**config.mk**
```make
export PLATFORM = sky130hd
export DESIGN_NAME = sktbl_ctrl
export DESIGN_NICKNAME = d
export VERILOG_FILES = /design/src/rtl/core/sktbl_pkg.sv /design/src/rtl/core/sktbl_ctrl.sv
export SDC_FILE = /design/constraint.sdc
export NUM_CORES = 1
export LEC_CHECK = 0
export ABC_AREA = 0
export BUFFER_PORTS_ARGS = -buffer_cell sky130_fd_sc_hd__buf_2
export CORE_AREA = 4 4 41 43
export DETAILED_ROUTE_END_ITERATION = 8
export DIE_AREA = 0 0 45 47
export GPL_TIMING_DRIVEN = 0
export PLACE_DENSITY_LB_ADDON = 0.08
export SKIP_LAST_GASP = 1
export SYNTH_ARGS = -nofsm -noshare
export SYNTH_HDL_FRONTEND = slang
export SYNTH_SLANG_ARGS = --single-unit
```
**constraint.sdc**
```tcl
create_clock -name clk -period 2.3 [get_ports clk]
set_input_delay 0.345 -clock clk [delete_from_list [all_inputs] [get_ports clk]]
set_output_delay 0.345 -clock clk [all_outputs]
set_load 0.005 [all_outputs]
```
**src/rtl/core/sktbl_pkg.sv**
```systemverilog
// Shared types and codes for the sorted key/value leaf table.
`default_nettype none
package sktbl_pkg;

    localparam logic [3:0] MODE_LOOKUP      = 4'd0;
    localparam logic [3:0] MODE_INSERT      = 4'd1;
    localparam logic [3:0] MODE_REMOVE      = 4'd2;
    localparam logic [3:0] MODE_LOWER_BOUND = 4'd3;
    localparam logic [3:0] MODE_READ_AT     = 4'd4;
    localparam logic [3:0] MODE_TAKE_FIRST  = 4'd5;
    localparam logic [3:0] MODE_TAKE_LAST   = 4'd6;
    localparam logic [3:0] MODE_PUSH_FIRST  = 4'd7;
    localparam logic [3:0] MODE_PUSH_LAST   = 4'd8;
    localparam logic [3:0] MODE_SPLIT       = 4'd9;
    localparam logic [3:0] MODE_DRAIN       = 4'd10;

    localparam logic [2:0] STAT_OK        = 3'd0;
    localparam logic [2:0] STAT_NOT_FOUND = 3'd1;
    localparam logic [2:0] STAT_DUPLICATE = 3'd2;
    localparam logic [2:0] STAT_FULL      = 3'd3;
    localparam logic [2:0] STAT_EMPTY     = 3'd4;
    localparam logic [2:0] STAT_RANGE     = 3'd5;

    typedef struct packed {
        logic [3:0]         mode;
        logic signed [31:0] key;
        logic [31:0]        value;
        logic [5:0]         index;
    } in_item_t;

    typedef struct packed {
        logic [2:0]         status;
        logic signed [31:0] out_key;
        logic [31:0]        out_value;
        logic [6:0]         position;
        logic [6:0]         entry_total;
        logic               last;
    } out_item_t;

    typedef enum logic [2:0] {
        S_IDLE,
        S_CMP,
        S_ENC,
        S_EXEC,
        S_EMIT
    } state_t;

    typedef struct packed {
        logic load_op;
        logic compare;
        logic encode;
        logic exec_single;
        logic emit_start;
        logic emit_step;
    } cmd_t;

    typedef struct packed {
        logic out_free;
        logic multi;
        logic emit_last;
    } stat_t;

endpackage
`default_nettype wire

```
**src/rtl/core/sktbl_ctrl.sv**
```systemverilog
// Sequencer for the leaf table: steps each operation through compare, encode, execute, emit.
`default_nettype none
module sktbl_ctrl
    import sktbl_pkg::*;
(
    input  wire logic  clk,
    input  wire logic  rst_n,
    input  wire logic  req_valid,
    output logic       req_ready,
    input  wire stat_t stat,
    output cmd_t       cmd
);

    state_t state_reg;
    state_t state_next;

    always_ff @(posedge clk or negedge rst_n)
    begin
        if (!rst_n)
        begin
            state_reg <= S_IDLE;
        end
        else
        begin
            state_reg <= state_next;
        end
    end

    always_comb
    begin
        state_next = state_reg;
        cmd        = '0;
        req_ready  = 1'b0;
        case (state_reg)
            S_IDLE:
            begin
                req_ready = 1'b1;
                if (req_valid)
                begin
                    cmd.load_op = 1'b1;
                    state_next  = S_CMP;
                end
            end
            S_CMP:
            begin
                cmd.compare = 1'b1;
                state_next  = S_ENC;
            end
            S_ENC:
            begin
                cmd.encode = 1'b1;
                state_next = S_EXEC;
            end
            S_EXEC:
            begin
                if (stat.multi)
                begin
                    cmd.emit_start = 1'b1;
                    state_next     = S_EMIT;
                end
                else if (stat.out_free)
                begin
                    cmd.exec_single = 1'b1;
                    state_next      = S_IDLE;
                end
            end
            S_EMIT:
            begin
                // advance one entry per free output slot
                if (stat.out_free)
                begin
                    cmd.emit_step = 1'b1;
                    if (stat.emit_last)
                    begin
                        state_next = S_IDLE;
                    end
                end
            end
            default:
            begin
                state_next = S_IDLE;
            end
        endcase
    end

endmodule
`default_nettype wire

```
==> run summary, run 1 <==
Power spread over the standard cell area amounts to 1240 nW/um2. For the antenna diode instance count, the log shows 0. The met3 wire length was 37 um. The worst-case IR drop observed on VDD is 0.000276 V. The number of synthesis warnings was 0.

The clock passes through at most 2 buffers. For this run, the slowest stage of the critical path takes 0.34 ns. Fraction of layout instances using a drive strength above 1: 47.4%. The library cell used most frequently in the layout, excluding fill and tap cells, is buf_2. The finished layout holds 53 standard cells, fillers aside.

The tools report the number of rows in the core area as 13. Counting flops and latches in the post-synthesis netlist gives 3. In the final timing run, aggregate negative setup slack is 0 ns. Once detailed placement completed, the half-perimeter wirelength came to 478 um.

The tools report the total DRC errors in the routed layout as 0. The data required time of the critical path is 1.96 ns, and the post-synth design cell area is 198 um2. The wire length reported by the detailed router came out at 648 um.

After detailed routing, the met2 layer carries 281 um of wire. The fill cell instance count of the final layout came out at 160. For the tightest hold margin, the log shows 0.414 ns. The run gives 1.04 mm as the global-route wire length before repair.

After detailed routing, the average wire length per cell comes to 12.2 um. Global routing used 7.76% of the available tracks across all layers. The core region is 1300 um2. Timing would allow up to 619 MHz. The worst setup path is of the reg2out kind. Once layout is complete, the utilization of the core stands at 24.0%. The congestion estimate from routability-driven global placement came to 0.624.

Entering global routing, the biggest net connects 10 pins. Area of the die: 2120 um2. Between clock sinks in the finished design, the worst skew comes to 0.000173 ns. The biggest fanout along the worst timing path works out to 9. The hold violation count in the final report came out at 0.

Data arrives at the worst endpoint at 1.27 ns. In this run the top signal layer used is met4. The tools report the number of design-rule violations left by the first detailed-router iteration as 0.

TritonCTS built the clock tree. In the layout the commonest cells are buf_2, nor3b_1, clkbuf_4, dfrtp_1, nor3_1. In the final design database the tool counted 45 nets. CTS placed an instance of clkbuf_4 at the clock tree root.

For this design the static power due to leakage is 0.170 nW. Setup repair after global routing left no endpoint under its margin. Summing the sequential cell areas from Yosys gives 38.0% of the chip area.

The run gives 0 as the post-cts repair resize count. For the vias after detailed routing, the log shows 229. The logs give 0 for the remaining antenna violation count and 0 for the max-capacitance violation count.

For this configuration, the core starts out at a cell density of 15.2%. The clock transition time at the flip-flop clock pins of the worst setup and hold paths was 0.04 ns; the time the final worst path needs with I/O delays and setup was 1.62 ns. The cell count after synthesis was 21. At the pin with the least slew margin, the transition time is 0.253 ns. The via count of the first global-routing pass was 248; the number of max-slew violations in the final report was 0.

The classification of the worst-slack hold path was in2reg. In this run, placement finished with an instance count of 48. The number of antenna violations at the first check in global routing is 0, and the post-route total power is 0.388 mW. The cell repeated most along the worst path was buf_2.

For the number of levels the H-tree was split into, the log shows 1. The die boundary width is 45 um. The flip-flop count of the largest register after layout was 3; the ratio of routed vias to standard cells was 4.32.

For the headroom to the max-slew limit, the log shows 83.1%. Standard cell with the maximum stage delay on the critical path: dfrtp_1. The worst setup path is launched from a flop. The number of buffer cells added on primary ports was 12.

The synthesized area per cell is 9.41 um2, and the count of boundary I/O pins is 13. CTS saw 3 sinks. The clock reaches the later pin of the worst-skew pair after 0.23 ns. Synthesis produced a netlist with a net count of 27. Number of detailed-routing iterations run before antenna repair: 1. Number of library cell types mapped by synthesis: 16. Setup violations remaining at the end of the flow were counted as 0.

The area growth from synthesis to layout works out to 58.2%. After detailed routing, the wire length on met1 is 309 um. After global routing the overflow that remains totals 0.

The number of clock buffers inserted by TritonCTS came out at 3. Critical path capture point type: an output port. The run finished with clean final reports. The die is 47 um tall.

The final cycle utilization of the critical path was 70.3%. The critical path goes through buf_2 > nand3b_1 > nor3b_1 > buf_2.
final timing paths:
kind                         startpoint           end  slack [ns]  cells after the start
setup / recovery           state_reg[2]        cmd[2]        0.68                      4
hold reg to reg            state_reg[2]  state_reg[0]        0.60                      2
hold / removal                req_valid  state_reg[0]        0.41                      3
min in group asynchronous         rst_n  state_reg[0]        0.44                      2
setup reg to reg           state_reg[2]  state_reg[2]        1.25                      3
max in group asynchronous         rst_n  state_reg[2]        1.75                      2
cells in the mapped netlist:
master    number  share of area, %
a21oi_1        1               2.5
nand3b_1       1               3.8
o211a_1        1               5.1
nand2_1        1               1.9
nor3_1         2               5.1
o21bai_1       1               3.8
dfrtp_1        3                38
or3b_1         1               4.4
and4b_1        1               5.1
and2_1         1               3.2
a31o_2         1               4.4
buf_2          1               2.5
nor2_1         1               1.9
nor3b_1        3                11
buf_4          1               3.8
and3_1         1               3.2
layout make-up:
| type | count | area (um2) | area share, % |
|---|---|---|---|
| buffer | 2 | 12.5 | 4.00 |
| clock buffer | 4 | 26.3 | 8.40 |
| multi-input combinational | 16 | 110 | 35.2 |
| sequential | 3 | 75.1 | 24.0 |
| tap | 15 | 18.8 | 6.00 |
| timing repair buffer | 13 | 70.1 | 22.4 |
stage by stage:
| stage | worst slack [ns] | area [um2] |
|---|---|---|
| 5_1_grt | 0.582 | 313 |
| 2_1_floorplan | 1.05 | 198 |
| 3_5_place_dp | 0.914 | 277 |
| 3_3_place_gp | 0.980 | 277 |
| 6_report | 0.684 | 313 |
| 4_1_cts | 0.648 | 313 |
where the power goes:
group          switching [mW]  internal (mW)
Combinational          0.0944          0.101
Sequential             0.0229         0.0780
Clock                  0.0270         0.0650
Total                   0.144          0.244
metal layers:
metal	global-route usage (%)	up-vias
met5	0	-
met4	10.5	0
met3	2.30	2
met2	10.7	13
met1	8.24	103
li1	-	111
worst max-delay path, delay by kind of cell (launching register included):
family / cells / cell delay, ns
buffers and inverters: 2 / 0.32
flip-flops: 1 / 0.34
AND/OR/NAND/NOR: 2 / 0.39
repair_timing:
item,CTS,global route
setup buffers,0,0
endpoints found under the hold margin,3,0
hold buffers,1,0
logic make-up (layout without fill, tap and decap cells):
group	after synthesis	after routing	synth area share, %
AOI/OAI and AO/OA	4	4	15.8
buffers and inverters	2	19	6.33
DFF	3	3	38.0
and+or+nand+nor	12	12	39.9
Power figures use the tool's default switching activity.
==> run 2: changes to the inputs <==
==> constraint.sdc (replaced) <==
create_clock -name clk -period 1.4 [get_ports clk]
set_input_delay 0.21 -clock clk [delete_from_list [all_inputs] [get_ports clk]]
set_output_delay 0.21 -clock clk [all_outputs]
set_load 0.005 [all_outputs]
==> run 2 against run 1 <==
  * Clock skew barely moved
  * Clock power rose by 64%
  * Cell count rose by 1.9%
  * Worst setup slack got worse by 0.66 ns
  * Sequential share of layout area fell by 1.0 points
  * Non-clock buffer count rose by 1
  * Wire length rose by 2.6%
  * First-iteration DRC count rose by 1
  * Register-to-register slack got worse by 0.91 ns
==> run summary, run 2 (synthesis gave the netlist of run 1 again) <==
The slew at the pin closest to its max-slew limit works out to 0.169 ns. For the number of placed cells counting well taps, the log shows 48. Once detail routing completed, the nets flagged for antenna violations numbered 0. After detailed routing, the met2 layer carries 310 um of wire. STA classifies the critical path startpoint as a flop. The logs give 0 for the max-capacitance violation count and 1 for the number of design-rule violations left by the first detailed-router iteration.

The logs give 241 for the vias after detailed routing and 54 for the number of standard cells in the layout, taps in and fillers out. The critical path goes through nand3b_1 > nor3b_2 > buf_2. The logs give 0.176 nW for the leakage power of the design and 0 ns for the sum of negative setup slack.

Power spread over the standard cell area amounts to 2040 nW/um2. The area of the die was 2120 um2; the maximum clock insertion buffer count was 2. The flow ran to the end, and the final reports show no timing, DRC or antenna violations. The logs give 1 for the number of levels the H-tree was split into and 0.23 ns for the clock latency of the later-clocked register in the worst-skew pair.

The tools report the wire length reported by the detailed router as 665 um. The classification of the worst-slack hold path is in2reg. The critical path is of the reg2out type. The fraction of layout instances using a drive strength above 1 is 61.5%, and the overall routing resource usage is 7.92%.

At the worst endpoint, the required time is 1.19 ns. Setup repair after global routing could not meet its margin everywhere. The number of antenna diodes in the final layout is 0. The worst setup path is captured at an output port. The post-layout worst setup margin came out at 0.0222 ns. The flip-flop count of the largest register after layout is 3, and the maximum number of pins on one net before global-route repair is 10.

The largest single stage delay on the critical path is 0.45 ns. The met3 wire length is 35 um. The clock period could shrink to 1.38 ns.

The biggest fanout along the worst timing path was 7. The die boundary width came out at 45 um. After detailed routing, the number of remaining DRC violations is 0.

VDD sags by at most 0.000499 V. The global-route wire length before repair is 1.07 mm. The wire-length estimate of the detail-placed layout is 478 um. Before CTS, the worst setup slack after placement is 0.149 ns.

The final weighted congestion in routability-driven placement was 0.624; the area growth from synthesis to layout was 70.9%. Post-place instance area: 277 um2. The count of boundary I/O pins was 13. The post-route standard cell area excluding fillers is 338 um2, and the headroom to the max-slew limit is 88.7%.

In the layout the commonest cells are buf_2, buf_4, clkbuf_4. The via count of the first global-routing pass is 263. The clock root buffer is clkbuf_4. From bottom edge to top edge, the die measures 47 um. The ratio of routed vias to standard cells is 4.46. In the final routed layout, each cell accounts on average for 12.3 um. The library cell used most frequently in the layout, excluding fill and tap cells, is buf_2. The clock arrives with 0.000236 ns of skew. Standard cell with the maximum stage delay on the critical path: dfrtp_2. The number of sinks driven by the clock tree came out at 3. The final critical path takes up 98.4% of the cycle. The utilization after layout was 26.0%.

The logs give 1.17 ns for the worst endpoint data arrival time and 15.2% for the initial core utilization. The remaining global-route overflow came out at 0. The run gives 0 as the number of setup violations in the final report. The maximum clock frequency came out at 726 MHz. The top layer used by detailed routing was met4. The detailed-route wire length on metal 1 came out at 299 um. The hold violation count in the final report is 0, and the number of clock buffers inserted by TritonCTS is 3. Port buffering added 12 buffers. The core region is 1300 um2. The run gives 0 as the number of antenna violations at the first check in global routing. For the number of rows in the core area, the log shows 13. For the number of max-slew violations in the final report, the log shows 0. TritonCTS built the clock tree. The final net count was 46. For this run, the detailed router's first-pass iteration total came to 2.

After clock tree synthesis, the clock-pin slew on the worst setup and hold paths is 0.04 ns.
==> run 2: worst max-delay path: cells and delay by family (launching register included) <==
kind | cells | cell delay, ns
and+or+nand+nor | 2 | 0.36
DFF | 1 | 0.45
buffers and inverters | 1 | 0.13
==> run 2: final cells by class <==
class / instances / area [um2]
Clock buffer: 4 / 26.3
Buffer: 1 / 7.51
Multi-Input combinational cell: 16 / 123
Fill cell: 157 / 963
Sequential cell: 3 / 77.6
Tap cell: 15 / 18.8
Timing Repair Buffer: 15 / 85.1
==> run 2: final timing paths <==
check | from | endpoint | cells after the start | slack, ns
min in group asynchronous | rst_n | state_reg[1] | 2 | 0.31
min reg2reg | state_reg[2] | state_reg[0] | 1 | 0.53
min | req_valid | state_reg[0] | 3 | 0.28
max in group asynchronous | rst_n | state_reg[0] | 2 | 0.98
max reg2reg | state_reg[1] | state_reg[0] | 3 | 0.34
max | state_reg[2] | cmd[2] | 3 | 0.02
==> run 2: repair_timing <==
item / 4_1_cts / 5_1_grt
setup buffers: 2 / 0
hold buffers: 1 / 0
setup endpoints to repair: 3 / 3
pin swaps: 1 / 0
resized for setup: 3 / 2
endpoints found under the hold margin: 3 / 0
gates cloned: 0 / 0
==> run 2: stage by stage <==
stage / hold WS (ns) / power [mW]
2_1_floorplan: -0.0856 / 0.364
3_3_place_gp: 0.00670 / 0.481
3_5_place_dp: 0.00597 / 0.492
4_1_cts: 0.279 / 0.692
5_1_grt: 0.310 / 0.754
6_report: 0.278 / 0.688
==> run 2: layer usage <==
layer | GRT usage (%) | vias up
met5 | 0 | -
met4 | 10.5 | 0
met3 | 2.30 | 2
met2 | 11.3 | 11
met1 | 8.24 | 114
li1 | - | 114
==> run 2: power by group <==
group | leakage (nW) | internal [mW] | switching [mW]
registers | 0.0343 | 0.134 | 0.0638
logic | 0.127 | 0.191 | 0.149
clock network | 0.0150 | 0.107 | 0.0440
total | 0.176 | 0.432 | 0.257
==> run 3: changes to the inputs <==
--- a/config.mk
+++ b/config.mk
@@ -7,11 +7,13 @@
 export LEC_CHECK = 0
 export ABC_AREA = 0
 export BUFFER_PORTS_ARGS = -buffer_cell sky130_fd_sc_hd__buf_2
-export CORE_AREA = 4 4 41 43
+export CORE_AREA = 3 3 40 42
+export CTS_CLUSTER_SIZE = 20
 export DETAILED_ROUTE_END_ITERATION = 8
-export DIE_AREA = 0 0 45 47
+export DIE_AREA = 0 0 43 45
 export GPL_TIMING_DRIVEN = 0
 export PLACE_DENSITY_LB_ADDON = 0.08
+export REMOVE_ABC_BUFFERS = 1
 export SKIP_LAST_GASP = 1
 export SYNTH_ARGS = -nofsm -noshare
 export SYNTH_HDL_FRONTEND = slang
==> run 3 against run 2 <==
  * Combinational power decreased by 21%
  * Non-clock buffer count shrank 2
  * Maximum frequency rose by 2.9%
  * Sequential power increased by 9%
  * Via count shrank 11%
  * Die area shrank 8.5%
  * Cell count shrank 3.7%
  * Sequential cell count unchanged
  * First-iteration DRC count shrank 100%
  * Power fell by 8.1%
  * Critical endpoint is now cmd[0]
==> run summary, run 3 (synthesis gave the netlist of run 1 again) <==
The logs give 0.657 for the final weighted congestion in routability-driven placement and 0 for the number of antenna violations at the first check in global routing. The global-route wire length before repair is 759 um. The slowest stage of the critical path belongs to the cell dfrtp_2. The number of rows in the core area was 13.

The most common cell after layout, fill and taps aside is buf_2. The maximum single-stage delay on the critical path is 0.44 ns. The flow ran to the end, and the final reports show no timing, DRC or antenna violations. The average wire length per cell after detail routing works out to 9.92 um. The run gives 396 um as the placed wire-length estimate after detailed placement. Slew at the pin closest to its max-slew limit: 0.169 ns. The fraction of layout instances using a drive strength above 1 is 56.8%, and the data required time of the critical path is 1.19 ns. Critical path capture point type: an output port. For this configuration, the core starts out at a cell density of 15.4%. The tools report the startpoint type of the worst setup path as a flop.

Headroom to the max-slew limit came out at 88.7%. The overall routing resource usage was 5.51%; the final cycle utilization of the critical path was 95.6%. 0 antenna diodes ended up in the layout. The number of max-slew violations in the final report was 0. The leakage power of the design was 0.180 nW; the clock latency of the later-clocked register in the worst-skew pair was 0.23 ns. In the layout the commonest cells are buf_2, clkbuf_4, dfrtp_2.

The maximum clock insertion buffer count was 2. The ratio of total power to cell area was 1940 nW/um2. Walking the worst path, the cells encountered are nor2_1 > and3_1 > buf_2. The hold violation count in the final report was 0; the height of the chip was 45 um. For the max-capacitance violation count, the log shows 0. Pin placement for this block handled 13 I/O pins. The run gives 747 MHz as the maximum clock frequency. Biggest fanout along the worst timing path: 8.

At the end of the flow, the number of nets in the layout was 44. The via count of the first global-routing pass is 186. The worst endpoint data arrival time came out at 1.13 ns. During placement, the flow inserted port buffers numbering 12. The clock arrives with 0.00144 ns of skew.

The number of setup violations in the final report came out at 0. The kind of cell adding the most delay to the critical path is flip-flops. In this run, the number of DRC markers left after iteration 0 of detailed routing was 0. For the tightest hold margin, the log shows 0.296 ns. The routed layout has 214 vias. Flip-flop count of the largest register after layout: 3. Entering global routing, the biggest net connects 10 pins.

The remaining global-route overflow was 0. The classification of the worst-slack hold path is in2async. The critical path buffer and inverter count was 1.

Setup repair after global routing could not meet its margin everywhere. TritonCTS built the clock tree. The die boundary width was 43 um.

Area of the die: 1940 um2. The root buffer cell chosen for the clock tree is clkbuf_4. The logs give 0.000716 V for the maximum VDD drop and 0 for the remaining antenna violation count. The number of sinks driven by the clock tree is 3. The clock period could shrink to 1.34 ns. The run gives 0.632 mW as the post-route total power. The tools report the number of detailed-routing iterations run before antenna repair as 1. Relative to the synthesized area, the layout overhead comes to 65.2%.

The tools report the wire length reported by the detailed router as 516 um. Ratio of routed vias to standard cells: 4.12. The number of levels the H-tree was split into was 1. The startpoint-to-endpoint class of the critical path was reg2out. The clock transition time at the flip-flop clock pins of the worst setup and hold paths was 0.04 ns; the number of clock buffers inserted by TritonCTS was 3.

For the total DRC errors in the routed layout, the log shows 0. The run gives 1280 um2 as the placeable core area.
run 3: where the power goes:
group	internal [mW]	switching [mW]
clock network	0.107	0.0427
logic	0.160	0.108
registers	0.137	0.0782
run 3: worst reg2reg max path, stage by stage (launching register included):
cell	delay (ns)
dfrtp_2	0.42
or3b_1	0.37
a21oi_1	0.16
run 3: what timing repair did:
| action | CTS | global route |
|---|---|---|
| endpoints found under the setup margin | 2 | 3 |
| pin swaps | 0 | 1 |
| buffers inserted | 0 | 1 |
| endpoints found under the hold margin | 3 | 0 |
| resized for setup | 1 | 4 |
| hold buffers | 1 | 0 |
run 3: worst paths after layout:
path                               from           end  slack [ns]  cells after the start
min                               rst_n  state_reg[0]        0.30                      2
min in group clk              req_valid  state_reg[0]        0.30                      3
max in group asynchronous         rst_n  state_reg[2]        0.98                      2
max reg2reg                state_reg[1]  state_reg[0]        0.36                      2
max                        state_reg[0]        cmd[0]        0.06                      3
min reg2reg                state_reg[0]  state_reg[0]        0.65                      2
run 3: per-stage QoR:
step                std cells  setup TNS, ns  setup WS [ns]  utilization, %  instance area, um2
global route               52       -0.00922       -0.00538            25.4                 327
detailed placement         46              0          0.243            20.5                 264
finish                     52              0         0.0610            25.4                 327
global placement           46              0          0.240            20.5                 264
CTS                        51              0        0.00713            23.5                 302
floorplan                  19              0          0.331               -                 185
run 3: routing by layer:
| metal | up-vias | share of wire (%) | track usage (%) |
|---|---|---|---|
| met1 | 97 | 44 | 5.83 |
| met5 | - | 0 | 0 |
| met2 | 7 | 45 | 7.19 |
| li1 | 110 | - | - |
| met3 | 0 | 11 | 4.78 |
| met4 | 0 | 0 | 3.61 |
run 3: layout make-up:
type | instances | area (um2)
tap | 15 | 18.8
timing repair buffer | 14 | 82.6
sequential | 3 | 78.8
clock buffer | 4 | 26.3
fill | 151 | 958
multi-input combinational | 16 | 120
